## src/hw/rtl/nvt_pkg.sv

```systemverilog
`timescale 1ns / 1ps
// ----------------------------------------------------------------------------
// nvt_pkg
// Shared types, widths and helpers for the nine-patch vertex transform.
// ----------------------------------------------------------------------------
package nvt_pkg;

  // Field widths
  localparam int W_SIZE  = 14;  // sizes and config registers
  localparam int W_MAT   = 20;  // Q4.16 matrix entry
  localparam int W_SHIFT = 24;  // Q16.8 translation
  localparam int W_IDX   = 4;   // vertex number
  localparam int W_POS   = 32;  // Q.8 result

  // Internal widths
  localparam int W_COORD = 26;  // grid line, Q.8
  localparam int W_T     = 25;  // translation plus anchor offset, Q.8
  localparam int W_PROD  = W_MAT + W_COORD;  // Q.24 product
  localparam int W_SUM   = 49;  // sum of two products and translation, Q.24
  localparam int W_RND   = W_SUM - 16;       // rounded, Q.8, before clamp

  localparam logic [W_IDX-1:0] LAST_VERTEX = 4'd15;
  localparam int W_CFG_INDEX = 3;

  // Configuration register indexes
  typedef enum logic [W_CFG_INDEX-1:0] {
    REG_SOURCE_WIDTH    = 3'd0,
    REG_SOURCE_HEIGHT   = 3'd1,
    REG_SCALABLE_LEFT   = 3'd2,
    REG_SCALABLE_TOP    = 3'd3,
    REG_SCALABLE_WIDTH  = 3'd4,
    REG_SCALABLE_HEIGHT = 3'd5
  } reg_index_t;

  typedef struct packed {
    logic [W_SIZE-1:0] source_width;
    logic [W_SIZE-1:0] source_height;
    logic [W_SIZE-1:0] scalable_left;
    logic [W_SIZE-1:0] scalable_top;
    logic [W_SIZE-1:0] scalable_width;
    logic [W_SIZE-1:0] scalable_height;
  } cfg_t;

  typedef struct packed {
    logic [W_SIZE-1:0]         width;
    logic [W_SIZE-1:0]         height;
    logic signed [W_MAT-1:0]   m_xx;
    logic signed [W_MAT-1:0]   m_xy;
    logic signed [W_MAT-1:0]   m_yx;
    logic signed [W_MAT-1:0]   m_yy;
    logic signed [W_SHIFT-1:0] shift_x;
    logic signed [W_SHIFT-1:0] shift_y;
    logic                      anchor_top_left;
  } req_t;

  // Sequencer output: one vertex of the held request
  typedef struct packed {
    logic             valid;
    logic [W_IDX-1:0] idx;
    req_t             req;
  } issue_t;

  // Grid stage: vertex position in Q.8 and translation
  typedef struct packed {
    logic                      valid;
    logic [W_IDX-1:0]          idx;
    logic signed [W_COORD-1:0] x;
    logic signed [W_COORD-1:0] y;
    logic signed [W_T-1:0]     tx;
    logic signed [W_T-1:0]     ty;
    logic signed [W_MAT-1:0]   m_xx;
    logic signed [W_MAT-1:0]   m_xy;
    logic signed [W_MAT-1:0]   m_yx;
    logic signed [W_MAT-1:0]   m_yy;
  } coord_t;

  // Multiply stage: four Q.24 products
  typedef struct packed {
    logic                     valid;
    logic [W_IDX-1:0]         idx;
    logic signed [W_PROD-1:0] p_xx;
    logic signed [W_PROD-1:0] p_yx;
    logic signed [W_PROD-1:0] p_xy;
    logic signed [W_PROD-1:0] p_yy;
    logic signed [W_T-1:0]    tx;
    logic signed [W_T-1:0]    ty;
  } prod_t;

  // Round stage: rounded Q.8 values, not yet clamped
  typedef struct packed {
    logic                    valid;
    logic [W_IDX-1:0]        idx;
    logic signed [W_RND-1:0] rx;
    logic signed [W_RND-1:0] ry;
  } rnd_t;

  // One of the four grid lines along an axis, Q.8
  function automatic logic signed [W_COORD-1:0] grid_line(
    input logic [W_SIZE-1:0] size,
    input logic [W_SIZE-1:0] src,
    input logic [W_SIZE-1:0] start,
    input logic [W_SIZE-1:0] span,
    input logic [1:0]        sel
  );
    logic signed [W_COORD-1:0] half;
    logic signed [W_COORD-1:0] lo;
    logic signed [W_COORD-1:0] d;
    logic signed [W_COORD-1:0] res;
    half = $signed({5'b0, size, 7'b0});
    lo   = -half;
    d    = $signed({12'b0, src}) - $signed({12'b0, start}) - $signed({12'b0, span});
    case (sel)
      2'd0:    res = lo;
      2'd1:    res = lo + $signed({4'b0, start, 8'b0});
      2'd2:    res = half - (d <<< 8);
      default: res = half;
    endcase
    return res;
  endfunction

endpackage

```

## src/hw/rtl/nvt_out.sv

```systemverilog
`timescale 1ns / 1ps
// ----------------------------------------------------------------------------
// nvt_out
// Output stage: clamps to the signed 32-bit range and holds the result
// until the receiver takes it.
// ----------------------------------------------------------------------------
module nvt_out import nvt_pkg::*; (
  input  logic                    clk,
  input  logic                    rst,
  input  logic                    adv,
  input  rnd_t                    rnd,
  output logic                    out_valid,
  output logic [W_IDX-1:0]        vertex_index,
  output logic signed [W_POS-1:0] pos_x,
  output logic signed [W_POS-1:0] pos_y,
  output logic                    last
);

  logic signed [W_POS-1:0] sat_x;
  logic signed [W_POS-1:0] sat_y;

  // Clamp when the top two bits disagree
  always_comb begin
    if (rnd.rx[W_RND-1] != rnd.rx[W_RND-2]) begin
      sat_x = rnd.rx[W_RND-1] ? {1'b1, {(W_POS-1){1'b0}}} : {1'b0, {(W_POS-1){1'b1}}};
    end else begin
      sat_x = rnd.rx[W_POS-1:0];
    end
    if (rnd.ry[W_RND-1] != rnd.ry[W_RND-2]) begin
      sat_y = rnd.ry[W_RND-1] ? {1'b1, {(W_POS-1){1'b0}}} : {1'b0, {(W_POS-1){1'b1}}};
    end else begin
      sat_y = rnd.ry[W_POS-1:0];
    end
  end

  always_ff @(posedge clk) begin
    if (rst) begin
      out_valid <= 1'b0;
    end else if (adv) begin
      out_valid <= rnd.valid;
    end
  end

  always_ff @(posedge clk) begin
    if (adv) begin
      vertex_index <= rnd.idx;
      pos_x        <= sat_x;
      pos_y        <= sat_y;
      last         <= (rnd.idx == LAST_VERTEX);
    end
  end

endmodule

```

## config.mk

```make
export PLATFORM = sky130hd
export DESIGN_NAME = nvt_out
export DESIGN_NICKNAME = d
export VERILOG_FILES = /design/src/hw/rtl/nvt_pkg.sv /design/src/hw/rtl/nvt_out.sv
export SDC_FILE = /design/constraint.sdc
export NUM_CORES = 1
export LEC_CHECK = 0
export BUFFER_PORTS_ARGS = -buffer_cell sky130_fd_sc_hd__buf_2
export CELL_PAD_IN_SITES_DETAIL_PLACEMENT = 0
export CELL_PAD_IN_SITES_GLOBAL_PLACEMENT = 2
export CORE_MARGIN = 2
export CORE_UTILIZATION = 30
export DETAILED_ROUTE_END_ITERATION = 6
export GPL_TIMING_DRIVEN = 0
export PLACE_DENSITY = 0.82
export REMOVE_ABC_BUFFERS = 1
export SKIP_LAST_GASP = 1
export SLEW_MARGIN = 10
export SYNTH_ARGS = -nofsm -noshare
export SYNTH_HDL_FRONTEND = slang
export SYNTH_SLANG_ARGS = --single-unit
```

## constraint.sdc

```tcl
create_clock -name clk -period 2.2 [get_ports clk]
set_input_delay 0.22 -clock clk [delete_from_list [all_inputs] [get_ports clk]]
set_output_delay 0.22 -clock clk [all_outputs]
set_load 0.01 [all_outputs]
```

# Yosys cells after proc, flatten, opt, wreduce, memory -nomap -nowiden
# Cells that the tools add are included.
# classes
n_addsub	0
mul	0
n_div	0
order_cmp	0
eq_ne	3
n_shift	0
muxes	4
bitwise_logic	0
n_reduce_logical	0
# ops
operator	count
two-way mux 32 bit	4
equality test 4 bit (second input constant)	1
inequality test 1 bit	2
# word_totals
ff_bits	70
latch_bits	0
ramBits	0
romBits	0
output_inout_bits	70
elab_cells	12
n_memories	0

# Depth between registers and ports, before layout
# depth
ltp_word	2
depth_mapped	5
mapped_depth_nobuf	4

# Worst setup path before layout
# No wires, ideal clock.
# synth_timing
path_type	input port to flip-flop
startpoint	input port rnd[64] in the netlist's numbering
endpoint	register pos_x[10] (data pin)
setup_time_ps	270
t_arrival_ps	1000
slack_ps	929
cell_stages	5
path_buffers	1
path_cell_list	inv_1 -> ha_1 -> nor2b_1 -> buf_2 -> a21oi_1
# synth_between
elab_chain_cells	2
# synth_lines
item	line	rtl
start: declaration	nvt_out.sv:11	input rnd_t rnd,
inequality test 1 bit	nvt_out.sv:24	if (rnd.rx[W_RND-1] != rnd.rx[W_RND-2]) begin
two-way mux 32 bit	nvt_out.sv:24	
net sat_x[10]	nvt_out.sv:19	logic signed [W_POS-1:0] sat_x;
end signal: assignment	nvt_out.sv:47	pos_x <= sat_x;
end: declaration	nvt_out.sv:14	output logic signed [W_POS-1:0] pos_x,
# The timed path passes the listed nets, and every way through them passes these cells.
# A chain may end at the register's enable or synchronous reset.

# Final worst setup path
# layout_timing
startpoint	input port rnd[32] in the netlist's numbering
endpoint	register pos_y[12] (data pin)
# layout_between
elab_chain_cells	2
elab_cells_between_ends	3
classes_between	eq/ne: 1; mux: 2
# layout_lines
item	line	rtl
two-way mux 32 bit or inequality test 1 bit (tied branches)	nvt_out.sv:30, nvt_out.sv:29	
two-way mux 32 bit (*)	nvt_out.sv:29	if (rnd.ry[W_RND-1] != rnd.ry[W_RND-2]) begin
net sat_y[12]	nvt_out.sv:20	logic signed [W_POS-1:0] sat_y;
end signal: assignment	nvt_out.sv:48	pos_y <= sat_y;
end: declaration	nvt_out.sv:15	output logic signed [W_POS-1:0] pos_y,
# Mark *: on every way through the listed nets, which the timed path passes. The rest lies on a longest branch.

==> run_results.csv <==
group,metric,value,unit
synth,synth_top_area_share,75.1,%
floorplan,num_io_pins,144,
clocking,clockBufferDepth,2,
power,p_sw_share,24.6,%
sta,setup_tns,0,ns
floorplan,rows,34,
hold_path,hold_depth,2,
floorplan,start_util,31.3,%
synth,ys.flop_type,"edfxtp_1",
power,p_seq_share,54.1,%
sta,setup_slack,0.270,ns
clocking,cts_buffers,9,
synth,yosys_warnings,0,
synth,synth_common_cells,"edfxtp_1 (69), inv_1 (33), a21o_1 (31), a21oi_1 (31), buf_2 (10)",
place,dp_hpwl,4230,um
synth,synth.most_common_cell,"edfxtp_1",
drt,vias,1965,
sta,setup_viol,0,
place,gp_congestion,0.664,
clocking,hold_buffers,0,
drt,drc,0,
setup_path,end_kind,"register",
clocking,cts_setup_buffers,0,
synth,seq_area_frac_synth,75.8,%
outcome,status,"complete, no violations",
finish,fill_cells,838,
place,io_buffers,143,
synth,yosys.area_share.adder,1.81,%
setup_path,worstSetupPathType,"input port to register",
global_routing,grt-ovfl-total,0,
power,ir_worst_vdd,0.301,mV
setup_path,setup.worst_path.start,"rnd[32]",
floorplan,core_area,0.00881,mm2
synth,synth_cells,188,
drt,drt-total-wl,6180,um
setup_path,path_max_fanout,32,
setup_path,rr_worst_depth,2,
synth,ys_async_sr_fraction,0,%
power,cellPowerDensity,819,mW/mm2
sta,tightest_slew,1.14,ns
power,p_leak,1.86,nW
flow_run,maxCapViolations,0,
power,pwr-share-clk,29.9,%
drt,wl_per_cell,13.9,um
sta,fin_skew,0,ns
sta,hold_viol,0,
drt,via_per_inst,4.42,
hold_path,hold_path_class,"input port to register",
clocking,worstSkewPairLatency,0.33,ns
clocking,htreeDepth,3,
global_routing,grt_max_degree,37,
setup_path,cp_data_arrival_time,2.01,ns
finish,fin_nets,410,
sta,relSlewSlack,24.1,%
synth,ys_types,14,
clocking,cts.sinks,70,
synth,syn_area,0.00276,mm2
drt,drtPass1Iterations,4,
synth,synth_largest_area_cell,"edfxtp_1",
synth,synth-compound-area-share,14.1,%
synth,synth_top_family_by_area,"compound AO/OA/AOI/OAI gates",
clocking,clk_pin_slew,0.07,ns
clocking,cts_tree,"done",
sta,timing.fmax,518,MHz
drt,drt_iter0_drc,39,
finish,syn_to_final_growth,36.8,%
power,pwr-share-comb,16.0,%
sta,rsz0062_at_grt,"no",
setup_path,cp.required,2.28,ns
power,power_switching,760,uW
global_routing,grt_pass1_vias,1897,
synth,yosys.area_share.xor_xnor,0,%
synth,synthTopCellsByArea,"edfxtp_1 (75%), a21o_1 (8.4%), a21oi_1 (5.6%)",
finish,seqCellArea,0.00209,mm2
sta,layout_min_cycle_time,1.93,ns
floorplan,die_h,99.9,um
setup_path,timing.rr.start,"out_valid$_SDFFE_PP0P_",
synth,yosys.area_share.simple,1.36,%
synth,synth-edff-count,69,
global_routing,grt_usage,12.5,%
synth,syn_area_per_cell,14.7,um2
synth,muxShareOfSynthArea,0.363,%
floorplan,dieArea,0.00998,mm2
hold_path,min-delay-start,"rst",
global_routing,grt_pass1_wl,9520,um
floorplan,die_w,99.9,um
finish,layout-drive-gt1-share,47.8,%
setup_path,startpoint_type,"input port",
power,total_power,3.09,mW
synth,yosys_register_bits,70,
place,pre_cts_ws,-0.476,ns
drt,ant_nets,0,
global_routing,antenna_found_initial,0,
power,p_int,2.33,mW
clocking,root_buffer,"clkbuf_8",
setup_path,r2r_setup_slack,1.62,ns
finish,antenna_cells,0,
sta,fin_crit_sh,87.7,%
finish,multi_input_area,498,um2
sta,final_max_slew_viol_count,0,
final timing paths:
check                           end
min reg2reg  out_valid$_SDFFE_PP0P_
min          out_valid$_SDFFE_PP0P_
max             pos_y[12]$_DFFE_PP_
max reg2reg  out_valid$_SDFFE_PP0P_
through the flow:
step                util (%)  hold WS (ns)  area, um2  cells
detailed placement      40.8         0.386       3590    429
floorplan                  -         0.292       2700    176
global placement        40.3         0.386       3550    427
CTS                     42.8        0.0106       3770    445
global route            42.9        0.0169       3770    445
finish                  42.9        0.0375       3770    445
critical path: stages:
cell and delay, ns:
buf_2 0.13, ha_1 1.04, nor2_4 0.34, a21o_1 0.28
cells in the final DEF, fill, tap and decap left out:
| master | n |
|---|---|
| ha_1 | 4 |
| buf_4 | 1 |
| buf_2 | 142 |
| or2_2 | 2 |
| buf_8 | 1 |
| edfxtp_1 | 69 |
| and4_1 | 1 |
| nor2_1 | 1 |
| inv_1 | 33 |
| nor2b_4 | 1 |
| clkinv_2 | 1 |
| nor2_4 | 1 |
| a21o_1 | 31 |
| dfxtp_1 | 1 |
| mux2i_1 | 1 |
| buf_12 | 1 |
| clkbuf_1 | 4 |
| a21oi_1 | 31 |
| clkbuf_8 | 11 |
sequential cells by signal (all words and copies together), names as in the netlist:
register and count:
pos_x 32, pos_y 32, vertex_index 4, last 1, out_valid 1
power groups by stage:
stage	logic [mW]	clock network, mW	registers (mW)
floorplan	0.140	0	1.79
global route	0.548	1.01	1.69
finish	0.495	0.923	1.67
CTS	0.501	0.955	1.68
detailed placement	0.500	0	1.70
global placement	0.486	0	1.70
area by class of cell:
class                           instances  area share [%]
Multi-Input combinational cell         73            13.2
Timing Repair Buffer                  145            20.0
Clock inverter                          1           0.133
Inverter                               33            3.28
Tap cell                              108            3.58
Sequential cell                        70            55.4
Clock buffer                           15            4.41
cells by family after synthesis:
kind of cell    count (synthesis)
compound gates                 62
fa+ha+maj                       4
buf+inv                        45
flops                          70
mux                             1
simple gates                    6
what timing repair did:
item / in CTS / in global routing
gates resized for setup: 1 / 1
gates cloned: 0 / 0
endpoints found under the setup margin: 31 / 16
per-layer routing:
layer | vias to the layer above | share of wire [%] | GRT usage (%)
li1 | 949 | - | -
met1 | 891 | 43 | 15.7
met2 | 116 | 43 | 18.2
met3 | 9 | 12 | 5.85
met4 | 0 | 1.8 | 6.32
met5 | - | 0 | 0
Power figures use the tool's default switching activity.
