[src/hw/rtl/nvt_pkg.sv]
`timescale 1ns / 1ps
// ----------------------------------------------------------------------------
// nvt_pkg
// Shared types, widths and helpers for the nine-patch vertex transform.
// ----------------------------------------------------------------------------
package nvt_pkg;

  // Field widths
  localparam int W_SIZE  = 14;  // sizes and config registers
  localparam int W_MAT   = 20;  // Q4.16 matrix entry
  localparam int W_SHIFT = 24;  // Q16.8 translation
  localparam int W_IDX   = 4;   // vertex number
  localparam int W_POS   = 32;  // Q.8 result

  // Internal widths
  localparam int W_COORD = 26;  // grid line, Q.8
  localparam int W_T     = 25;  // translation plus anchor offset, Q.8
  localparam int W_PROD  = W_MAT + W_COORD;  // Q.24 product
  localparam int W_SUM   = 49;  // sum of two products and translation, Q.24
  localparam int W_RND   = W_SUM - 16;       // rounded, Q.8, before clamp

  localparam logic [W_IDX-1:0] LAST_VERTEX = 4'd15;
  localparam int W_CFG_INDEX = 3;

  // Configuration register indexes
  typedef enum logic [W_CFG_INDEX-1:0] {
    REG_SOURCE_WIDTH    = 3'd0,
    REG_SOURCE_HEIGHT   = 3'd1,
    REG_SCALABLE_LEFT   = 3'd2,
    REG_SCALABLE_TOP    = 3'd3,
    REG_SCALABLE_WIDTH  = 3'd4,
    REG_SCALABLE_HEIGHT = 3'd5
  } reg_index_t;

  typedef struct packed {
    logic [W_SIZE-1:0] source_width;
    logic [W_SIZE-1:0] source_height;
    logic [W_SIZE-1:0] scalable_left;
    logic [W_SIZE-1:0] scalable_top;
    logic [W_SIZE-1:0] scalable_width;
    logic [W_SIZE-1:0] scalable_height;
  } cfg_t;

  typedef struct packed {
    logic [W_SIZE-1:0]         width;
    logic [W_SIZE-1:0]         height;
    logic signed [W_MAT-1:0]   m_xx;
    logic signed [W_MAT-1:0]   m_xy;
    logic signed [W_MAT-1:0]   m_yx;
    logic signed [W_MAT-1:0]   m_yy;
    logic signed [W_SHIFT-1:0] shift_x;
    logic signed [W_SHIFT-1:0] shift_y;
    logic                      anchor_top_left;
  } req_t;

  // Sequencer output: one vertex of the held request
  typedef struct packed {
    logic             valid;
    logic [W_IDX-1:0] idx;
    req_t             req;
  } issue_t;

  // Grid stage: vertex position in Q.8 and translation
  typedef struct packed {
    logic                      valid;
    logic [W_IDX-1:0]          idx;
    logic signed [W_COORD-1:0] x;
    logic signed [W_COORD-1:0] y;
    logic signed [W_T-1:0]     tx;
    logic signed [W_T-1:0]     ty;
    logic signed [W_MAT-1:0]   m_xx;
    logic signed [W_MAT-1:0]   m_xy;
    logic signed [W_MAT-1:0]   m_yx;
    logic signed [W_MAT-1:0]   m_yy;
  } coord_t;

  // Multiply stage: four Q.24 products
  typedef struct packed {
    logic                     valid;
    logic [W_IDX-1:0]         idx;
    logic signed [W_PROD-1:0] p_xx;
    logic signed [W_PROD-1:0] p_yx;
    logic signed [W_PROD-1:0] p_xy;
    logic signed [W_PROD-1:0] p_yy;
    logic signed [W_T-1:0]    tx;
    logic signed [W_T-1:0]    ty;
  } prod_t;

  // Round stage: rounded Q.8 values, not yet clamped
  typedef struct packed {
    logic                    valid;
    logic [W_IDX-1:0]        idx;
    logic signed [W_RND-1:0] rx;
    logic signed [W_RND-1:0] ry;
  } rnd_t;

  // One of the four grid lines along an axis, Q.8
  function automatic logic signed [W_COORD-1:0] grid_line(
    input logic [W_SIZE-1:0] size,
    input logic [W_SIZE-1:0] src,
    input logic [W_SIZE-1:0] start,
    input logic [W_SIZE-1:0] span,
    input logic [1:0]        sel
  );
    logic signed [W_COORD-1:0] half;
    logic signed [W_COORD-1:0] lo;
    logic signed [W_COORD-1:0] d;
    logic signed [W_COORD-1:0] res;
    half = $signed({5'b0, size, 7'b0});
    lo   = -half;
    d    = $signed({12'b0, src}) - $signed({12'b0, start}) - $signed({12'b0, span});
    case (sel)
      2'd0:    res = lo;
      2'd1:    res = lo + $signed({4'b0, start, 8'b0});
      2'd2:    res = half - (d <<< 8);
      default: res = half;
    endcase
    return res;
  endfunction

endpackage

[src/hw/rtl/nvt_seq.sv]
`timescale 1ns / 1ps
// ----------------------------------------------------------------------------
// nvt_seq
// Holds one request and issues its sixteen vertices, one per pipeline step.
// ----------------------------------------------------------------------------
module nvt_seq import nvt_pkg::*; (
  input  logic   clk,
  input  logic   rst,
  input  logic   adv,
  input  logic   in_valid,
  output logic   in_stall,
  input  req_t   in_req,
  output issue_t issue
);

  logic             busy;
  logic [W_IDX-1:0] cnt;
  req_t             req;
  logic             take;

  // New request when empty or when the final vertex leaves this cycle
  assign in_stall = rst || (busy && !(adv && (cnt == LAST_VERTEX)));
  assign take     = in_valid && !in_stall;

  always_ff @(posedge clk) begin
    if (rst) begin
      busy <= 1'b0;
      cnt  <= '0;
    end else if (take) begin
      busy <= 1'b1;
      cnt  <= '0;
    end else if (busy && adv) begin
      cnt <= cnt + 4'd1;
      if (cnt == LAST_VERTEX) begin
        busy <= 1'b0;
      end
    end
  end

  // Request payload
  always_ff @(posedge clk) begin
    if (take) begin
      req <= in_req;
    end
  end

  assign issue.valid = busy;
  assign issue.idx   = cnt;
  assign issue.req   = req;

endmodule

[config.mk]
export PLATFORM = sky130hd
export DESIGN_NAME = nvt_seq
export DESIGN_NICKNAME = d
export VERILOG_FILES = /design/src/hw/rtl/nvt_pkg.sv /design/src/hw/rtl/nvt_seq.sv
export SDC_FILE = /design/constraint.sdc
export NUM_CORES = 1
export LEC_CHECK = 0
export ABC_AREA = 1
export BUFFER_PORTS_ARGS = -buffer_cell sky130_fd_sc_hd__buf_4
export CAP_MARGIN = 20
export CORE_AREA = 2 2 125 127
export DETAILED_ROUTE_END_ITERATION = 8
export DIE_AREA = 0 0 127 129
export HOLD_SLACK_MARGIN = 0.15
export PLACE_DENSITY_LB_ADDON = 0.25
export SLEW_MARGIN = 20
export SYNTH_ARGS = -nofsm -noshare
export SYNTH_HDL_FRONTEND = slang
export SYNTH_SLANG_ARGS = --single-unit
[constraint.sdc]
create_clock -name clk -period 11.1 [get_ports clk]
set_input_delay 0.555 -clock clk [delete_from_list [all_inputs] [get_ports clk]]
set_output_delay 0.555 -clock clk [all_outputs]
set_load 0.01 [all_outputs]
### Yosys cells after proc, flatten, opt, wreduce, memory -nomap -nowiden

Cells that the tools add are included.

| storage, ports and cells | value |
|---|---|
| logic and storage cells | 27 |
| flip-flop bits (word level) | 162 |
| bits of input ports | 161 |

| operators by class | value |
|---|---|
| equal/unequal tests | 1 |
| $add $sub $neg | 1 |
| reductions and logical operators | 11 |
| multiplexer cells | 3 |

Operator list:

| operator | count |
|---|---|
| 4-bit by 1-bit adder with 4-bit output (second input constant) | 1 |
| 4-bit == test (second input constant) | 1 |
| 1-bit logical AND | 4 |
| 2-bit nonzero test | 2 |
| 1-bit 2-to-1 mux | 3 |
| 1-bit zero test | 2 |
| 2-bit AND reduction | 1 |
| 2-bit OR reduction | 1 |
| 1-bit logical OR | 1 |

### Depth between registers and ports, before layout

| logic depth | value |
|---|---|
| depth after elaboration | 9 |
| depth in mapped cells | 6 |
| gate-level depth less buffers | 6 |

### Worst setup path after synthesis

No wires, ideal clock.

| timing | value |
|---|---|
| path kind | flip-flop to flip-flop |
| start | reg cnt[0] |
| end | reg req (netlist bit issue[0]) (enable) |
| required time | 10.550 ns |
| setup slack | 5.543 ns |
| arrival time | 5.007 ns |
| path buffers | 0 |
| stages on the path, launching flop included | 7 |
| path through | dfxtp_1 > ha_1 > nand2_1 > nor2_1 > nor2_1 > or2_4 > nor2_2 |

| on the way | value |
|---|---|
| cells in the longest elaborated chain, start to end | 7 |

Ends and longest elaborated chain:

| element | line | source |
|---|---|---|
| start, declared | nvt_seq.sv:17 | `logic [W_IDX-1:0] cnt;` |
| start signal, assigned | nvt_seq.sv:33 | `cnt <= cnt + 4'd1;` |
| 4-bit == test | nvt_seq.sv:22 | `assign in_stall = rst \|\| (busy && !(adv && (cnt == LAST_VERTEX)));` |
| 1-bit logical AND | nvt_seq.sv:22 |  |
| 1-bit zero test | nvt_seq.sv:22 |  |
| 1-bit logical AND | nvt_seq.sv:22 |  |
| 1-bit logical OR | nvt_seq.sv:22 |  |
| via in_stall | nvt_seq.sv:11 | `output logic in_stall,` |
| 1-bit zero test | nvt_seq.sv:23 | `assign take = in_valid && !in_stall;` |
| 1-bit logical AND | nvt_seq.sv:23 |  |
| via take | nvt_seq.sv:19 | `logic take;` |
| end signal, assigned | nvt_seq.sv:43 | `req <= in_req;` |
| end, declared | nvt_seq.sv:18 | `req_t req;` |

The timed path passes the listed nets, and every way through them passes these cells.
A chain may end at the register's enable or synchronous reset.

### Worst setup path in the final report

| timing | value |
|---|---|
| start | reg cnt[0] |
| end | reg req (netlist bit issue[133]) (enable) |

| on the way | value |
|---|---|
| cells in the longest elaborated chain, start to end | 7 |

Ends and longest elaborated chain:

| element | line |
|---|---|
| 4-bit == test | nvt_seq.sv:22 |
| 1-bit logical AND | nvt_seq.sv:22 |
| 1-bit zero test | nvt_seq.sv:22 |
| 1-bit logical AND | nvt_seq.sv:22 |
| 1-bit logical OR | nvt_seq.sv:22 |
| 1-bit zero test | nvt_seq.sv:23 |
| 1-bit logical AND | nvt_seq.sv:23 |
| via take | nvt_seq.sv:19 |

The timed path passes the listed nets, and every way through them passes these cells.

==> summary.md <==
| Metric | Value |
|---|---|
| Flop-to-flop setup slack | roughly 7.9 ns |
| Nets@finish | about 700 |
| Outcome | finished clean |
| Post-CTS Resized | 0 |
| Number of buffers and inverters on the critical path | 1 |
| Overall global routing resource usage | approximately 14% |
| Crit path to | issue[133] |
| Reg clk slew, reported paths | ~0.06 ns |
| Critical Path Start | cnt[0] |
| Area Overhead vs Synth | 63.84% |
| Yosys top cell by area | edfxtp_1 |
| I/O pins | roughly 320 |
| Pwr per Cell Area | 160.2 nW/um^2 |
| Final HPWL from detailed placement | between 9000 and 10000 um |
| Syn nets | approximately 360 |
| First-pass GRT wire length | about 17000 um |
| Largest family of logic cells by synthesized area | simple AND/OR/NAND/NOR gates |
| DR WL/cell | around 17 um |
| Critical path endpoint category | flip-flop |
| Grt total ovfl | 0 |
| CP max FO | 84 |
| Setup TNS after final layout | 0 ns |
| # setup viols final | 0 |
| Leakage power | between 0.003 and 0.004 uW |
| Critical Path Max Stage Delay | about 0.93 ns |
| Vias in the first global route | 3205 |
| Largest net degree at the start of global routing | 85 |
| ANT cells | 0 |
| Crit path launch type | flip-flop |
| Slew Limit Fails | 0 |
| Post-CTS Setup Inserts | 0 |
| Cell Chain, Critical Path | ha_1, nand2_1, nor2_1, nor2_1, or2_4, nor2_4, buf_4 |
| Share of cells above drive strength 1 | around 64% |
| CP top delay family | simple AND/OR/NAND/NOR gates |
| Residual DRC | 0 |
| Fin Clk Skew | about 0.0062 ns |
| Worst flop-to-flop path endpoint | issue[133] |
| Post-Synthesis Cells | roughly 190 |
| Adder-cell share of the synthesized area | 0.2514% |
| WP data arrival | 3.23 ns |
| CTS Sinks | 162 |
| Final Hold Viols | 0 |
| Synth Area in Simple Gates | 1.886% |
| First-pass iteration count of the detailed router | 7 |
| Die ar. | between 15000 and 20000 um^2 |
| TritonCTS Buffers | 17 |
| Slew @ Worst Pin | between 1 and 1.5 ns |
| Worst min path class | input port to flip-flop |
| Root buffer cell | clkbuf_16 |
| Vias per inst | approximately 4.2 |
| RD Place Congestion | between 0.7 and 0.8 |
| Final Cycle Share | 28.90% |
| WP data required | 11.13 ns |
| Yosys warns | 0 |
| Reg-to-reg startpoint | cnt[0] |
| Starting Density | between 30% and 40% |
| Library cells used by synthesis | 13 |
| PortBufs | roughly 320 |
| Tmin final | approximately 3.2 ns |
| CTS tree | done |
| Synth Register Bits | approximately 160 |
| Critical Setup Path Class | flip-flop to flip-flop |
| Initial antenna violation count | 0 |
| Slowest library cell on the worst path | buf_4 |
| Clk buf depth | 2 |
| Die W | approximately 130 um |
| Clk Latency, worst-skew pair | 0.41 ns |
| Average instance area after synthesis | 25.65 um^2 |
| Num rows | 45 |
| Worst path depth | 7 |
| Max-slew headroom | a little under a third |
| Die Y | between 100 and 150 um |
| H-tree depth | 4 |
| WHS | approximately 0.31 ns |
| Number of routed nets with antenna violations | 0 |
| Mux cell area share after synthesis | 0% |
| Core Area | 14980 um^2 |
| Share of the synthesized area in the top cell type | a little over nine tenths |
| Synth top area cells | edfxtp_1 (95%), dfxtp_1 (2.0%), nor2_1 (0.68%), nand2_1 (0.60%), nand3_1 (0.30%) |
| Syn Std Cell Area | between 4000 and 5000 um^2 |
| Sequential element share of the synthesized area | 96.76% |
| Max-cap violation count | 0 |
| RSZ-0062 raised after global routing | false |
| Worst VDD drop | 0.1100 mV |
| Worst-case reg-to-reg path depth | 7 |
| Complex-gate fraction of the synthesized area | less than 1% |
| Via count | around 3100 |
| Hold Buf Count CTS | 0 |
| Most frequent CP cell | nor2_1 |
| Fmax | ~310 MHz |
| Post-Synth XOR/XNOR Area | less than 1% |
| DRT Wirelength | 12270 um |
| Initial DRC count | 151 |
## cells by family after synthesis
group           Yosys count
buf+inv                   5
xor+xnor                  2
simple gates             22
flops                   162
fa+ha+maj                 1
compound gates            2
## synth_stat cells
master	number
inv_1	4
o21bai_1	2
ha_1	1
nand3_1	3
nor2_1	9
nand2_1	8
or2_4	1
nor2_2	1
xnor2_1	1
dfxtp_1	5
xor2_1	1
edfxtp_1	157
buf_4	1
## how the worst min path moves through the flow
stage / from / to / slack (ns) / depth (start not counted)
after floorplan: busy / cnt[1] / 0.56 / 4
after global placement: cnt[3] / cnt[3] / 0.53 / 3
after detailed placement: cnt[1] / cnt[1] / 0.55 / 4
after CTS: in_req[40] / issue[40] / 0.29 / 1
after global routing: in_req[110] / issue[110] / 0.29 / 1
final: in_req[146] / issue[146] / 0.31 / 1
## where the power goes
group	switching [uW]	internal (uW)	leakage (uW)	total [uW]
registers	6.49	699	0.00149	705
logic	40.3	60.5	0.00163	101
clock network	220	280	0.000241	500
total	267	1040	0.00336	1310
## cells in the final DEF, fill, tap and decap left out
| master | n |
|---|---|
| o21bai_1 | 2 |
| clkinv_2 | 6 |
| inv_1 | 4 |
| nand2_1 | 8 |
| nand3_1 | 3 |
| clkinv_1 | 3 |
| or2_4 | 1 |
| xnor2_1 | 1 |
| nor2_4 | 1 |
| dfxtp_1 | 5 |
| clkbuf_16 | 17 |
| clkinvlp_4 | 4 |
| buf_4 | 325 |
| edfxtp_1 | 157 |
| nor2_1 | 9 |
| ha_1 | 1 |
| xor2_1 | 1 |
| clkbuf_1 | 2 |
## area by class of cell
cell class / instances / area, um^2
clock buffers: 19 / 432.9
clock inverters: 13 / 71.32
fillers: 1231 / 6824
inverters: 4 / 15.01
multi-input cells: 27 / 143.9
flip-flops and latches: 162 / 4815
well taps: 188 / 235.2
repair buffers: 325 / 2440
## stage by stage
step | total power [uW] | instance area (um^2) | instances | worst slack (ns) | util [%]
6_report | 1306 | 8153 | 738 | 7.892 | 54.44
5_1_grt | 1351 | 8153 | 738 | 7.607 | 54.44
4_1_cts | 1322 | 8153 | 738 | 7.844 | 54.44
3_5_place_dp | 821.0 | 7649 | 706 | 7.745 | 51.07
3_3_place_gp | 818.3 | 7649 | 706 | 7.802 | 51.07
2_1_floorplan | 742.5 | 4976 | 194 | 5.543 | -
## sequential cells by signal (all words and copies together), names as in the netlist
signal,flops
issue,157
busy,1
cnt,4
## routing by layer
metal	up-vias	global-route usage (%)	wire (um)
li1	1441	-	-
met1	1481	14.79	4150
met2	187	25.05	6531
met3	17	6.819	1352
met4	0	7.046	238
met5	-	0	0
Note: power is estimated with default switching activity, not from simulation.
