--- src/hw/rtl/nvt_pkg.sv ---
`timescale 1ns / 1ps
// ----------------------------------------------------------------------------
// nvt_pkg
// Shared types, widths and helpers for the nine-patch vertex transform.
// ----------------------------------------------------------------------------
package nvt_pkg;

  // Field widths
  localparam int W_SIZE  = 14;  // sizes and config registers
  localparam int W_MAT   = 20;  // Q4.16 matrix entry
  localparam int W_SHIFT = 24;  // Q16.8 translation
  localparam int W_IDX   = 4;   // vertex number
  localparam int W_POS   = 32;  // Q.8 result

  // Internal widths
  localparam int W_COORD = 26;  // grid line, Q.8
  localparam int W_T     = 25;  // translation plus anchor offset, Q.8
  localparam int W_PROD  = W_MAT + W_COORD;  // Q.24 product
  localparam int W_SUM   = 49;  // sum of two products and translation, Q.24
  localparam int W_RND   = W_SUM - 16;       // rounded, Q.8, before clamp

  localparam logic [W_IDX-1:0] LAST_VERTEX = 4'd15;
  localparam int W_CFG_INDEX = 3;

  // Configuration register indexes
  typedef enum logic [W_CFG_INDEX-1:0] {
    REG_SOURCE_WIDTH    = 3'd0,
    REG_SOURCE_HEIGHT   = 3'd1,
    REG_SCALABLE_LEFT   = 3'd2,
    REG_SCALABLE_TOP    = 3'd3,
    REG_SCALABLE_WIDTH  = 3'd4,
    REG_SCALABLE_HEIGHT = 3'd5
  } reg_index_t;

  typedef struct packed {
    logic [W_SIZE-1:0] source_width;
    logic [W_SIZE-1:0] source_height;
    logic [W_SIZE-1:0] scalable_left;
    logic [W_SIZE-1:0] scalable_top;
    logic [W_SIZE-1:0] scalable_width;
    logic [W_SIZE-1:0] scalable_height;
  } cfg_t;

  typedef struct packed {
    logic [W_SIZE-1:0]         width;
    logic [W_SIZE-1:0]         height;
    logic signed [W_MAT-1:0]   m_xx;
    logic signed [W_MAT-1:0]   m_xy;
    logic signed [W_MAT-1:0]   m_yx;
    logic signed [W_MAT-1:0]   m_yy;
    logic signed [W_SHIFT-1:0] shift_x;
    logic signed [W_SHIFT-1:0] shift_y;
    logic                      anchor_top_left;
  } req_t;

  // Sequencer output: one vertex of the held request
  typedef struct packed {
    logic             valid;
    logic [W_IDX-1:0] idx;
    req_t             req;
  } issue_t;

  // Grid stage: vertex position in Q.8 and translation
  typedef struct packed {
    logic                      valid;
    logic [W_IDX-1:0]          idx;
    logic signed [W_COORD-1:0] x;
    logic signed [W_COORD-1:0] y;
    logic signed [W_T-1:0]     tx;
    logic signed [W_T-1:0]     ty;
    logic signed [W_MAT-1:0]   m_xx;
    logic signed [W_MAT-1:0]   m_xy;
    logic signed [W_MAT-1:0]   m_yx;
    logic signed [W_MAT-1:0]   m_yy;
  } coord_t;

  // Multiply stage: four Q.24 products
  typedef struct packed {
    logic                     valid;
    logic [W_IDX-1:0]         idx;
    logic signed [W_PROD-1:0] p_xx;
    logic signed [W_PROD-1:0] p_yx;
    logic signed [W_PROD-1:0] p_xy;
    logic signed [W_PROD-1:0] p_yy;
    logic signed [W_T-1:0]    tx;
    logic signed [W_T-1:0]    ty;
  } prod_t;

  // Round stage: rounded Q.8 values, not yet clamped
  typedef struct packed {
    logic                    valid;
    logic [W_IDX-1:0]        idx;
    logic signed [W_RND-1:0] rx;
    logic signed [W_RND-1:0] ry;
  } rnd_t;

  // One of the four grid lines along an axis, Q.8
  function automatic logic signed [W_COORD-1:0] grid_line(
    input logic [W_SIZE-1:0] size,
    input logic [W_SIZE-1:0] src,
    input logic [W_SIZE-1:0] start,
    input logic [W_SIZE-1:0] span,
    input logic [1:0]        sel
  );
    logic signed [W_COORD-1:0] half;
    logic signed [W_COORD-1:0] lo;
    logic signed [W_COORD-1:0] d;
    logic signed [W_COORD-1:0] res;
    half = $signed({5'b0, size, 7'b0});
    lo   = -half;
    d    = $signed({12'b0, src}) - $signed({12'b0, start}) - $signed({12'b0, span});
    case (sel)
      2'd0:    res = lo;
      2'd1:    res = lo + $signed({4'b0, start, 8'b0});
      2'd2:    res = half - (d <<< 8);
      default: res = half;
    endcase
    return res;
  endfunction

endpackage

--- src/hw/rtl/nvt_grid.sv ---
`timescale 1ns / 1ps
// ----------------------------------------------------------------------------
// nvt_grid
// Grid stage: picks the column and row line for the vertex and forms the
// translation with the optional top-left anchor offset.
// ----------------------------------------------------------------------------
module nvt_grid import nvt_pkg::*; (
  input  logic   clk,
  input  logic   rst,
  input  logic   adv,
  input  cfg_t   cfg,
  input  issue_t issue,
  output coord_t coord
);

  coord_t                    coord_next;
  logic signed [W_T-1:0]     off_x;
  logic signed [W_T-1:0]     off_y;

  // Half size in Q.8 when anchored at the top-left corner
  assign off_x = issue.req.anchor_top_left ? $signed({4'b0, issue.req.width, 7'b0}) : '0;
  assign off_y = issue.req.anchor_top_left ? $signed({4'b0, issue.req.height, 7'b0}) : '0;

  always_comb begin
    coord_next.valid = issue.valid;
    coord_next.idx   = issue.idx;
    coord_next.x     = grid_line(issue.req.width, cfg.source_width, cfg.scalable_left,
                                 cfg.scalable_width, issue.idx[1:0]);
    coord_next.y     = grid_line(issue.req.height, cfg.source_height, cfg.scalable_top,
                                 cfg.scalable_height, issue.idx[3:2]);
    coord_next.tx    = W_T'(issue.req.shift_x) + off_x;
    coord_next.ty    = W_T'(issue.req.shift_y) + off_y;
    coord_next.m_xx  = issue.req.m_xx;
    coord_next.m_xy  = issue.req.m_xy;
    coord_next.m_yx  = issue.req.m_yx;
    coord_next.m_yy  = issue.req.m_yy;
  end

  always_ff @(posedge clk) begin
    if (rst) begin
      coord.valid <= 1'b0;
    end else if (adv) begin
      coord.valid <= coord_next.valid;
    end
  end

  always_ff @(posedge clk) begin
    if (adv) begin
      coord.idx  <= coord_next.idx;
      coord.x    <= coord_next.x;
      coord.y    <= coord_next.y;
      coord.tx   <= coord_next.tx;
      coord.ty   <= coord_next.ty;
      coord.m_xx <= coord_next.m_xx;
      coord.m_xy <= coord_next.m_xy;
      coord.m_yx <= coord_next.m_yx;
      coord.m_yy <= coord_next.m_yy;
    end
  end

endmodule

--- config.mk ---
export PLATFORM = sky130hd
export DESIGN_NAME = nvt_grid
export DESIGN_NICKNAME = d
export VERILOG_FILES = /design/src/hw/rtl/nvt_pkg.sv /design/src/hw/rtl/nvt_grid.sv
export SDC_FILE = /design/constraint.sdc
export NUM_CORES = 1
export LEC_CHECK = 0
export ABC_AREA = 0
export BUFFER_PORTS_ARGS = -buffer_cell sky130_fd_sc_hd__clkbuf_2
export CORE_AREA = 5 5 168 170
export DETAILED_ROUTE_END_ITERATION = 12
export DIE_AREA = 0 0 173 175
export GPL_TIMING_DRIVEN = 0
export PLACE_DENSITY = 0.79
export REMOVE_ABC_BUFFERS = 1
export SLEW_MARGIN = 20
export SYNTH_ARGS = -nofsm -noshare
export SYNTH_HDL_FRONTEND = slang
export SYNTH_SLANG_ARGS = --single-unit
export TNS_END_PERCENT = 5
--- constraint.sdc ---
create_clock -name clk -period 13.6 [get_ports clk]
set_input_delay 4.08 -clock clk [delete_from_list [all_inputs] [get_ports clk]]
set_output_delay 4.08 -clock clk [all_outputs]
set_load 0.02 [all_outputs]
After elaboration in Yosys (flattened, before gate mapping)
Cells that the tools add are included.
{"block": "totals", "reg_bits": 187, "input_bits": 249}
{"block": "classes", "addsub": 12, "n_eq_ne": 4, "mux": 4, "n_reduce_logical": 2}
{"operator": "one-hot mux 26 bit (3 select lines)", "n": 2}
{"operator": "adder 26 x 23 -> 26 bit", "n": 2}
{"operator": "negation 21 -> 26 bit", "n": 2}
{"operator": "adder 24 x 22 -> 25 bit", "n": 2}
{"operator": "subtractor 22 x 24 -> 25 bit", "n": 2}
{"operator": "2-to-1 mux 21 bit", "n": 2}
{"operator": "subtractor 15 x 15 -> 16 bit", "n": 2}
{"operator": "subtractor 14 x 14 -> 15 bit", "n": 2}
{"operator": "== test 2 x 1 -> 1 bit, second input constant", "n": 2}
{"operator": "== test 2 bit, second input constant", "n": 2}
{"operator": "zero test 2 bit", "n": 2}

Longest topological paths before layout
Gate-level depths: netlist of the first run.
{"block": "logic_depth", "ltp_word": 4, "depth_mapped": 25, "ltp_nobuf": 25}

Least setup slack after synthesis of the first run
No wires, ideal clock.
{"block": "synth_timing", "kind": "input to register", "start": "input port cfg[43] (netlist name)", "end": "register coord[179] (netlist name), data pin", "setup_time_ns": 0.152, "arrival_time_ns": 8.233, "required_ns": 13.448, "setup_slack_ns": 5.216, "cell_stages": 24, "n_path_buf": 0, "path_cell_list": "inv_1 -> ha_1 -> nor2b_1 -> o21ai_0 -> a21boi_0 -> o21ai_0 -> nor2b_1 -> xnor2_1 -> ha_1 -> o21ai_0 -> nand2b_1 -> nand2_1 -> a21o_1 -> a21boi_0 -> or2_2 -> xnor2_1 -> ha_1 -> nand3_1 -> a211oi_1 -> o31ai_1 -> a21o_1 -> or2_2 -> or3_1 -> a31oi_1"}
{"block": "synth_via", "elab_chain_cells": 4, "word_cells_on_any_way": 5, "classes_between": "4 x add/sub; 1 x mux"}
{"element": "start, declared", "line": "nvt_grid.sv:11", "rtl": "input cfg_t cfg,"}
{"element": "subtractor 14 x 14 -> 15 bit", "line": "nvt_pkg.sv:111", "rtl": "d = $signed({12'b0, src}) - $signed({12'b0, start}) - $signed({12'b0, span});"}
{"element": "subtractor 15 x 15 -> 16 bit", "line": "nvt_pkg.sv:111"}
{"element": "subtractor 22 x 24 -> 25 bit", "line": "nvt_pkg.sv:115", "rtl": "2'd2: res = half - (d <<< 8);"}
{"element": "one-hot mux 26 bit (3 select lines) (*)", "line": "nvt_pkg.sv:112", "rtl": "case (sel)"}
{"element": "end, declared", "line": "nvt_grid.sv:13", "rtl": "output coord_t coord"}
Mark *: on every way between the ends. The rest lies on a longest branch, timed or not.
A chain may end at the register's enable or synchronous reset.

Worst setup path in the final report of the first run
Same ends and word-level chain as after synthesis.

==> PnR_summary.wiki, run 1 <==
{| class="wikitable"
! Metric !! Value
|-
| Run status || finished clean
|-
| Width of the chip || 173 um
|-
| Mux cell area share after synthesis || 0.0265
|-
| Total die area || about 30,000 um2
|-
| Synth Area in Compound Gates || 0.164
|-
| Leading registers by flop count || coord x173
|-
| Path type of the worst min-delay path || register to register
|-
| Critical path launch point || cfg[43]
|-
| # setup viols final || 0
|-
| Part of the power in the clock network || 0.244
|-
| Post-synthesis sequential element count || approximately 170
|-
| Post-CTS setup-driven buffer insertion count || 0
|-
| WHS Endpoint || coord[186]
|-
| Max_slew headroom || 0.303
|-
| Global Route met3 Usage || 0.0448
|-
| Global routing usage on met2 || 0.441
|-
| Tot GR Track Use || 0.250
|-
| Number of clock sinks || 173
|-
| First-pass iteration count of the detailed router || 9
|-
| Crit Reg-Reg Startpoint || coord[186]
|-
| CP Data Required Time || about 14 ns
|-
| Dpl hpwl || approximately 32,000 um
|-
| Site row count || 60
|-
| Internal power component || about 1.3 mW
|-
| Net switching power || about 0.80 mW
|-
| Number of DRC markers after the initial detailed-route iteration || 941
|-
| Biggest register || coord
|-
| Startpoint type of the worst setup path || input port
|-
| Num CTS Buffers || 17
|-
| I/O pin count || about 440
|-
| Share of synthesized registers carrying an async set or reset || 0
|-
| Placement-stage cell area || 15,500 um2
|-
| Unrepaired setup endpoints after global routing || no
|-
| Top flip-flop cell by instance count after synthesis || edfxtp_1
|-
| Simple-gate area share of the yosys netlist || 0.130
|-
| Leading cell types by total area after synthesis || edfxtp_1 39%, ha_1 13%, xnor2_1 6.1%, inv_1 3.2%, o21ai_0 3.1%
|-
| Number of gates resized after cts || 0
|-
| Cell taking the most area after synthesis || edfxtp_1
|-
| Layout overhead on the synthesized area || 23.6%
|-
| Ys Warns || 0
|-
| Residual DRC || 0
|-
| Most heavily used metal layer in global routing || met2
|-
| Number of flip-flops in the largest register || 173
|-
| Maximum number of buffers from clock root to sink || 2
|-
| CTS tree || done
|-
| Final WL || 39,400 um
|-
| Clock root buffer || clkbuf_16
|-
| Global Route met1 Usage || 0.314
|-
| Number of port buffers || between 400 and 500
|-
| Die outline height || 175 um
|-
| Portion of synthesized cell area occupied by the leading cell type || 0.395
|-
| Clock transition at the register clock pins on the worst setup and hold paths after CTS || roughly 0.09 ns
|-
| Reg power frac || 0.325
|-
| Critical path capture point type || register
|-
| Final clock period utilization by the worst path || 0.653
|-
| Total gr overflow || 0
|-
| Vias/cell || about 5.5
|-
| Wire length of the first global-routing pass || just over 60,000 um
|-
| Number of global-route vias before repair || roughly 11,000
|-
| Post-Syn Area || about 13,000 um2
|-
| Antenna violations before repair || 9
|-
| Main combinational cell family by area after synthesis || compound AO/OA/AOI/OAI gates
|-
| Maximum vdd drop || ~70 uV
|-
| Post-route insts no fill || 2,054
|-
| Design area || around 16,000 um2
|-
| Number of distinct library cells after synthesis || between 70 and 80
|-
| ANT nets after route || 0
|-
| Maximum number of pins on one net before global-route repair || 65
|-
| CTS H-tree lvls || 4
|-
| Effective utilization at floorplan || 0.493
|-
| Number of instances in the synthesized netlist || ~1,300
|-
| Adder-cell share of the synthesized area || 0.149
|-
| Leakage power || about 7.4 nW
|-
| Switching Fraction || 0.380
|-
| Worst-case reg-to-reg path depth || 2
|-
| Maxcap violations || 0
|-
| Clock skew || 0 ns
|-
| Combinational share of power || 0.430
|-
| Post-synth EDFFs || ~170
|-
| Pin slew with the least headroom to its limit || between 1 and 1.5 ns
|-
| CP Data Arrival Time || around 9.2 ns
|-
| Reg2Reg Capture Point || coord[186]
|-
| Hold path depth || 2
|-
| Highest clock rate || ~110 MHz
|-
| Fraction of layout cells with a size suffix above 1 || 0.294
|-
| Worst-path maximum fanout || 7
|-
| NumNets Final || ~2,100
|-
| Top library cells by usage in the layout, fill and taps aside || 420 x clkbuf_2, 172 x edfxtp_1, 140 x ha_1
|-
| Fin crit period || a little under 9 ns
|-
| Areal power density over the cells || around 130 nW/um2
|-
| Last weighted congestion value of the routability-driven placer || approximately 0.89
|-
| Reg-to-reg setup timing slack || approximately 13 ns
|-
| Path type of the worst setup path || input port to register
|-
| Share of the yosys chip area belonging to registers || 0.396
|-
| Number of placed cells counting well taps || about 2,000
|-
| Clock latency reported for the late side of the worst-skew pair || between 0.4 and 0.5 ns
|-
| Synthesized-area fraction occupied by xor and xnor cells || 0.0870
|-
| Overall via count from detail_route || around 11,000
|-
| Total core area || 26,600 um2
|-
| Mean area per synthesized cell || about 10 um2
|-
| Post-DR wirelength/cell || 19.2 um
|-
| Number of hold violations in the final report || 0
|-
| Most frequent standard cell in the layout excluding fill and tap cells || clkbuf_2
|-
| Fin Setup TNS || 0 ns
|-
| Slew Limit Fails || 0
|-
| Hold buffer count at cts || 0
|-
| Hold Crit Start || coord[186]
|}
==> through the flow <==
step	setup WS [ns]	hold WS, ns	util	power (mW)
2_1_floorplan	5.22	0.579	-	1.34
3_3_place_gp	4.50	0.475	0.582	1.57
3_5_place_dp	4.38	0.545	0.584	1.59
4_1_cts	4.80	0.559	0.608	2.11
5_1_grt	4.25	0.608	0.609	2.24
6_report	4.71	0.559	0.609	2.11
==> power groups by stage <==
stage,clock network [mW],logic [mW],registers (mW)
finish,0.515,0.907,0.686
CTS,0.525,0.902,0.686
floorplan,0,0.564,0.774
global route,0.550,0.999,0.691
global placement,0,0.871,0.699
detailed placement,0,0.896,0.698
==> cells in the mapped netlist, types with 10 or more instances <==
cell / instances
nand3_1: 15
nand2_1: 65
nand2b_1: 21
o21a_1: 30
inv_1: 110
fa_1: 10
and2_1: 29
o21ai_0: 80
xor2_1: 39
a31oi_1: 14
buf_4: 14
nor2_1: 83
or3_1: 23
ha_1: 140
a21o_1: 24
mux4_2: 12
a21oi_1: 76
a211oi_1: 16
clkbuf_1: 11
nor3_1: 31
edfxtp_1: 172
or2_2: 13
xnor2_1: 91
nor2b_1: 24
==> cell families (layout without fill, tap and decap cells) <==
logic type      after synthesis  after routing
compound gates              324            324
xor+xnor                    130            130
fa+ha+maj                   150            150
buf+inv                     142            566
flops                       173            173
mux                          18             18
other cells                   1             21
simple gates                331            331
==> worst max path at each step <==
stage	end	slack [ns]
2_1_floorplan	coord[179]	5.22
3_3_place_gp	coord[179]	4.50
3_5_place_dp	coord[179]	4.38
4_1_cts	coord[179]	4.80
5_1_grt	coord[179]	4.25
6_report	coord[179]	4.71
==> worst max-delay path, cell delays in order <==
cell and delay (ns):
clkbuf_2 0.11, inv_1 0.18, ha_1 0.26, nor2b_1 0.12, o21ai_0 0.23, a21boi_0 0.16
o21ai_0 0.33, nor2b_1 0.21, xnor2_1 0.14, ha_1 0.28, o21ai_0 0.16, nand2b_1 0.09
nand2_1 0.09, a21o_1 0.17, a21boi_0 0.09, or2_2 0.29, xnor2_1 0.13, ha_1 0.39
nand3_1 0.11, a211oi_1 0.33, o31ai_1 0.21, a21o_1 0.20, or2_2 0.30, or3_1 0.31
a31oi_1 0.18
==> metal layers <==
layer	share of wire	routed length, um	vias up
met1	0.41	16200	5337
met3	0.061	2420	66
met5	0.00066	26	-
met2	0.50	19700	436
li1	-	-	5495
met4	0.025	993	4
==> area by class of cell <==
type                       instances  area (um2)
inverter                         111         417
clock inverter                    15         209
tap                              341         427
timing repair buffer             423        2170
multi-input combinational        967        7330
antenna                            7        17.5
sequential                       173        5180
fill                            2229       10400
clock buffer                      17         425
Power figures use the tool's default switching activity.
==> run 2: changes to the inputs <==
ABC_AREA = 1   (was 0)
CORE_AREA = not set   (was 5 5 168 170)
CORE_MARGIN = 5   (was not set)
CORE_UTILIZATION = 48   (was not set)
DIE_AREA = not set   (was 0 0 173 175)
PLACE_DENSITY = 0.78   (was 0.79)
clock period = 8 ns   (was 13.6 ns; I/O delays follow)
==> run 2 against run 1 <==
Net effect: sequential share of layout area shrank 2.2 points; area after synthesis grew 8.7%; clock power grew 66%; routed wire length grew 23%; via count grew 23%; hold slack gained 0.042 ns; count of clock-buffer cells in the layout grew 1; first-iteration DRC count grew 24%; final cell count grew 30%; power grew 77%; global-route usage grew 3.1 points; sequential power grew 69%; largest cell class unchanged; largest power group unchanged; highest routed layer is now met4.
==> PnR_summary.wiki, run 2 <==
{| class="wikitable"
! Metric !! Value
|-
| Final WL || 48,300 um (+23%)
|-
| Hold buffer count at cts || 0 (unchanged)
|-
| Commonest cells in the synthesized netlist || 479 x nand2_1, 291 x inv_1, 172 x edfxtp_1
|-
| Critical path capture point type || register
|-
| Post-synthesis sequential element count || 173 (unchanged)
|-
| Worst-path cell with the longest stage delay || ha_1
|-
| Number of DRC markers after the initial detailed-route iteration || 1,167 (+24%)
|-
| Post-CTS setup-driven buffer insertion count || 0 (unchanged)
|-
| Filler cell count || 2,728 (+22%)
|-
| Pin slew with the least headroom to its limit || 0.767 ns (-0.269 ns)
|-
| Number of distinct library cells after synthesis || 48 (-34%)
|-
| Switching Fraction || 0.428 (+0.0474)
|-
| Ys Warns || 0 (unchanged)
|-
| Part of the power in the clock network || 0.229 (-0.015)
|-
| CP Data Arrival Time || 6.54 ns (-2.63 ns)
|-
| Antenna violations before repair || 13 (+4)
|-
| Areal power density over the cells || 215 nW/um2 (+65%)
|-
| Mean area per synthesized cell || 7.82 um2 (-24%)
|-
| Slew Limit Fails || 0 (unchanged)
|-
| Net switching power || 1.60 mW (+99%)
|-
| Path type of the worst setup path || input port to register
|-
| Run status || finished clean
|-
| Share of synthesized registers carrying an async set or reset || 0 (unchanged)
|-
| Sequential cell area || 5180 um2 (unchanged)
|-
| Most frequent standard cell in the layout excluding fill and tap cells || nand2_1
|-
| Clock latency reported for the late side of the worst-skew pair || 0.43 ns (about the same)
|-
| Die outline height || 182 um (+4.1%)
|-
| Total gr overflow || 0 (unchanged)
|-
| Fraction of layout cells with a size suffix above 1 || 0.222 (-0.0724)
|-
| Unrepaired setup endpoints after global routing || no
|-
| Placement-stage cell area || 16,800 um2 (+7.9%)
|-
| Critical path launch point || cfg[44]
|-
| Leading cell types by total area after synthesis || edfxtp_1 36%, nand2_1 13%, ha_1 12%, inv_1 7.7%, a21oi_1 5.0%
|-
| Clock transition at the register clock pins on the worst setup and hold paths after CTS || 0.07 ns (-0.02 ns)
|-
| Share of the yosys chip area belonging to registers || 0.364 (-0.0317)
|-
| Combinational share of power || 0.460 (+0.030)
|-
| Top flip-flop cell by instance count after synthesis || edfxtp_1
|-
| Effective utilization at floorplan || 0.483 (-0.00992)
|-
| Dpl hpwl || 40,900 um (+27%)
|-
| CTS tree || done
|-
| I/O pin count || 436 (unchanged)
|-
| Maximum number of buffers from clock root to sink || 2 (unchanged)
|-
| Hold Crit Start || coord[186]
|-
| Leakage power || 9.18 nW (+24%)
|-
| CTS H-tree lvls || 4 (unchanged)
|-
| Number of hold violations in the final report || 0 (unchanged)
|-
| CP Data Required Time || 8.19 ns (-5.69 ns)
|-
| Number of instances in the synthesized netlist || 1,820 (+43%)
|-
| ANT nets after route || 0 (unchanged)
|-
| Portion of synthesized cell area occupied by the leading cell type || 0.363 (-0.0316)
|-
| Number of global-route vias before repair || 13,368 (+20%)
|-
| Overall via count from detail_route || 13,991 (+23%)
|-
| Post-synth EDFFs || 172 (unchanged)
|-
| Startpoint type of the worst setup path || input port
|-
| Cell mode on critical path || nand2_1
|-
| Number of flip-flops in the largest register || 173 (unchanged)
|-
| Cell taking the most area after synthesis || edfxtp_1
|-
| Number of placed cells counting well taps || 2,621 (+30%)
|-
| Site row count || 63 (+5.0%)
|-
| Highest clock rate || roughly 160 MHz
|-
| Path type of the worst min-delay path || register to register
|-
| Crit Reg-Reg Startpoint || coord[186]
|-
| Worst Hold Margin || 0.600 ns (+0.0415 ns)
|-
| Final clock period utilization by the worst path || 0.794
|-
| Number of gates resized after cts || 0 (unchanged)
|-
| Width of the chip || 182 um (+5.3%)
|-
| # setup viols final || 0 (unchanged)
|-
| Stage delay of the slowest cell on the critical path || 0.38 ns (about the same)
|-
| First-pass iteration count of the detailed router || 6 (-3)
|-
| Wire length of the first global-routing pass || 73,300 um (+21%)
|-
| Vias/cell || 5.25 (-4.9%)
|-
| Total die area || 33,200 um2 (+9.6%)
|-
| Num CTS Buffers || 17 (unchanged)
|-
| Tot GR Track Use || 0.281 (+0.0308)
|-
| Post-route insts no fill || 2,666 (+30%)
|-
| Post-DR wirelength/cell || 18.1 um (-5.5%)
|-
| Leading registers by flop count || coord x173
|-
| Fin Setup TNS || 0 ns (unchanged)
|-
| Most numerous cell in the Yosys netlist || nand2_1
|-
| NumNets Final || 2,649 (+27%)
|-
| Number of port buffers || 421 (unchanged)
|-
| Post-Syn Area || 14,200 um2 (+8.7%)
|-
| Last weighted congestion value of the routability-driven placer || 0.967 (+8.1%)
|-
| Clock skew || 0 ns (unchanged)
|-
| Clock root buffer || clkbuf_16
|-
| Total core area || 29,500 um2 (+11%)
|-
| Top library cells by usage in the layout, fill and taps aside || 479 x nand2_1, 420 x clkbuf_2, 291 x inv_1
|-
| Internal power component || 2.14 mW (+64%)
|-
| Maxcap violations || 0 (unchanged)
|-
| Biggest register || coord
|-
| Fin crit period || roughly 6.3 ns
|-
| Core utilization of the finished layout || 0.590 (-0.0192)
|-
| Maximum vdd drop || 140 uV (+99%)
|-
| Design area || 17,400 um2 (+7.4%)
|-
| Residual DRC || 0 (unchanged)
|-
| Max_slew headroom || 0.487 (+0.184)
|-
| Worst-path maximum fanout || 5 (-2)
|-
| Layout overhead on the synthesized area || 22.2%
|-
| Multi-input combinational cell area || 7810 um2 (+6.6%)
|-
| Number of clock sinks || 173 (unchanged)
|-
| Maximum number of pins on one net before global-route repair || 103 (+58%)
|-
| Reg power frac || 0.311 (-0.014)
|}
run 2: changes by cell type in the layout (fill, tap and decap cells not counted), moves of 24 or more:
cell     previous run  this run
and2_1             29         0
o21a_1             30         1
a21oi_1            76       141
xnor2_1            91        25
nand3_1            15       114
nor3_1             31         7
nor2b_1            24         0
nand2_1            65       479
nor2_1             83       125
inv_1             110       291
run 2: area by class of cell:
class / count / area share
Clock buffer: 18 / 0.0247
Inverter: 301 / 0.0650
Clock inverter: 14 / 0.00936
Timing Repair Buffer: 422 / 0.123
Sequential cell: 173 / 0.298
Multi-Input combinational cell: 1335 / 0.449
Tap cell: 390 / 0.0281
Antenna cell: 13 / 0.00187
run 2: per-stage QoR:
stage | setup WS [ns] | total power, mW
detailed placement | 1.31 | 2.86
global route | 1.24 | 4.00
finish | 1.65 | 3.73
floorplan | 2.07 | 2.34
global placement | 1.36 | 2.84
CTS | 1.74 | 3.72
run 2: path summary, 6_finish.rpt:
check	slack [ns]	cells past startpoint	endpoint
max reg2reg	7.34	2	coord[186]
min reg2reg	0.60	2	coord[186]
max	1.65	27	coord[180]
min	0.60	2	coord[186]
run 2: cell families after synthesis:
family                     count (synthesis)  synth area share
AOI/OAI and AO/OA                        306             0.123
xor gates and xnor gates                  82            0.0505
adders and majority gates                150             0.137
buffers and inverters                    325            0.0900
DFF                                      173             0.364
muxes                                      1          0.000704
other                                      1          0.000264
and+or+nand+nor                          782             0.234
run 2: worst max-delay path, delay by kind of cell:
family,cells,cell delay [ns]
xor gates and xnor gates,2,0.26
and+or+nand+nor,16,1.77
buffers and inverters,3,0.20
adders and majority gates,3,1.03
AOI/OAI and AO/OA,3,0.87
run 2: power groups by stage:
stage          Combinational (mW)  Sequential, mW  Clock, mW
2_1_floorplan                1.04            1.30          0
3_3_place_gp                 1.66            1.18          0
3_5_place_dp                 1.68            1.18          0
4_1_cts                      1.69            1.16      0.869
5_1_grt                      1.92            1.17      0.914
6_report                     1.72            1.16      0.857
run 2: per-layer routing:
metal	up-vias	track usage	routed length [um]
met4	0	0.116	1750
met5	-	0	0
met3	78	0.0381	3430
li1	6931	-	-
met1	6376	0.366	20000
met2	606	0.474	23200
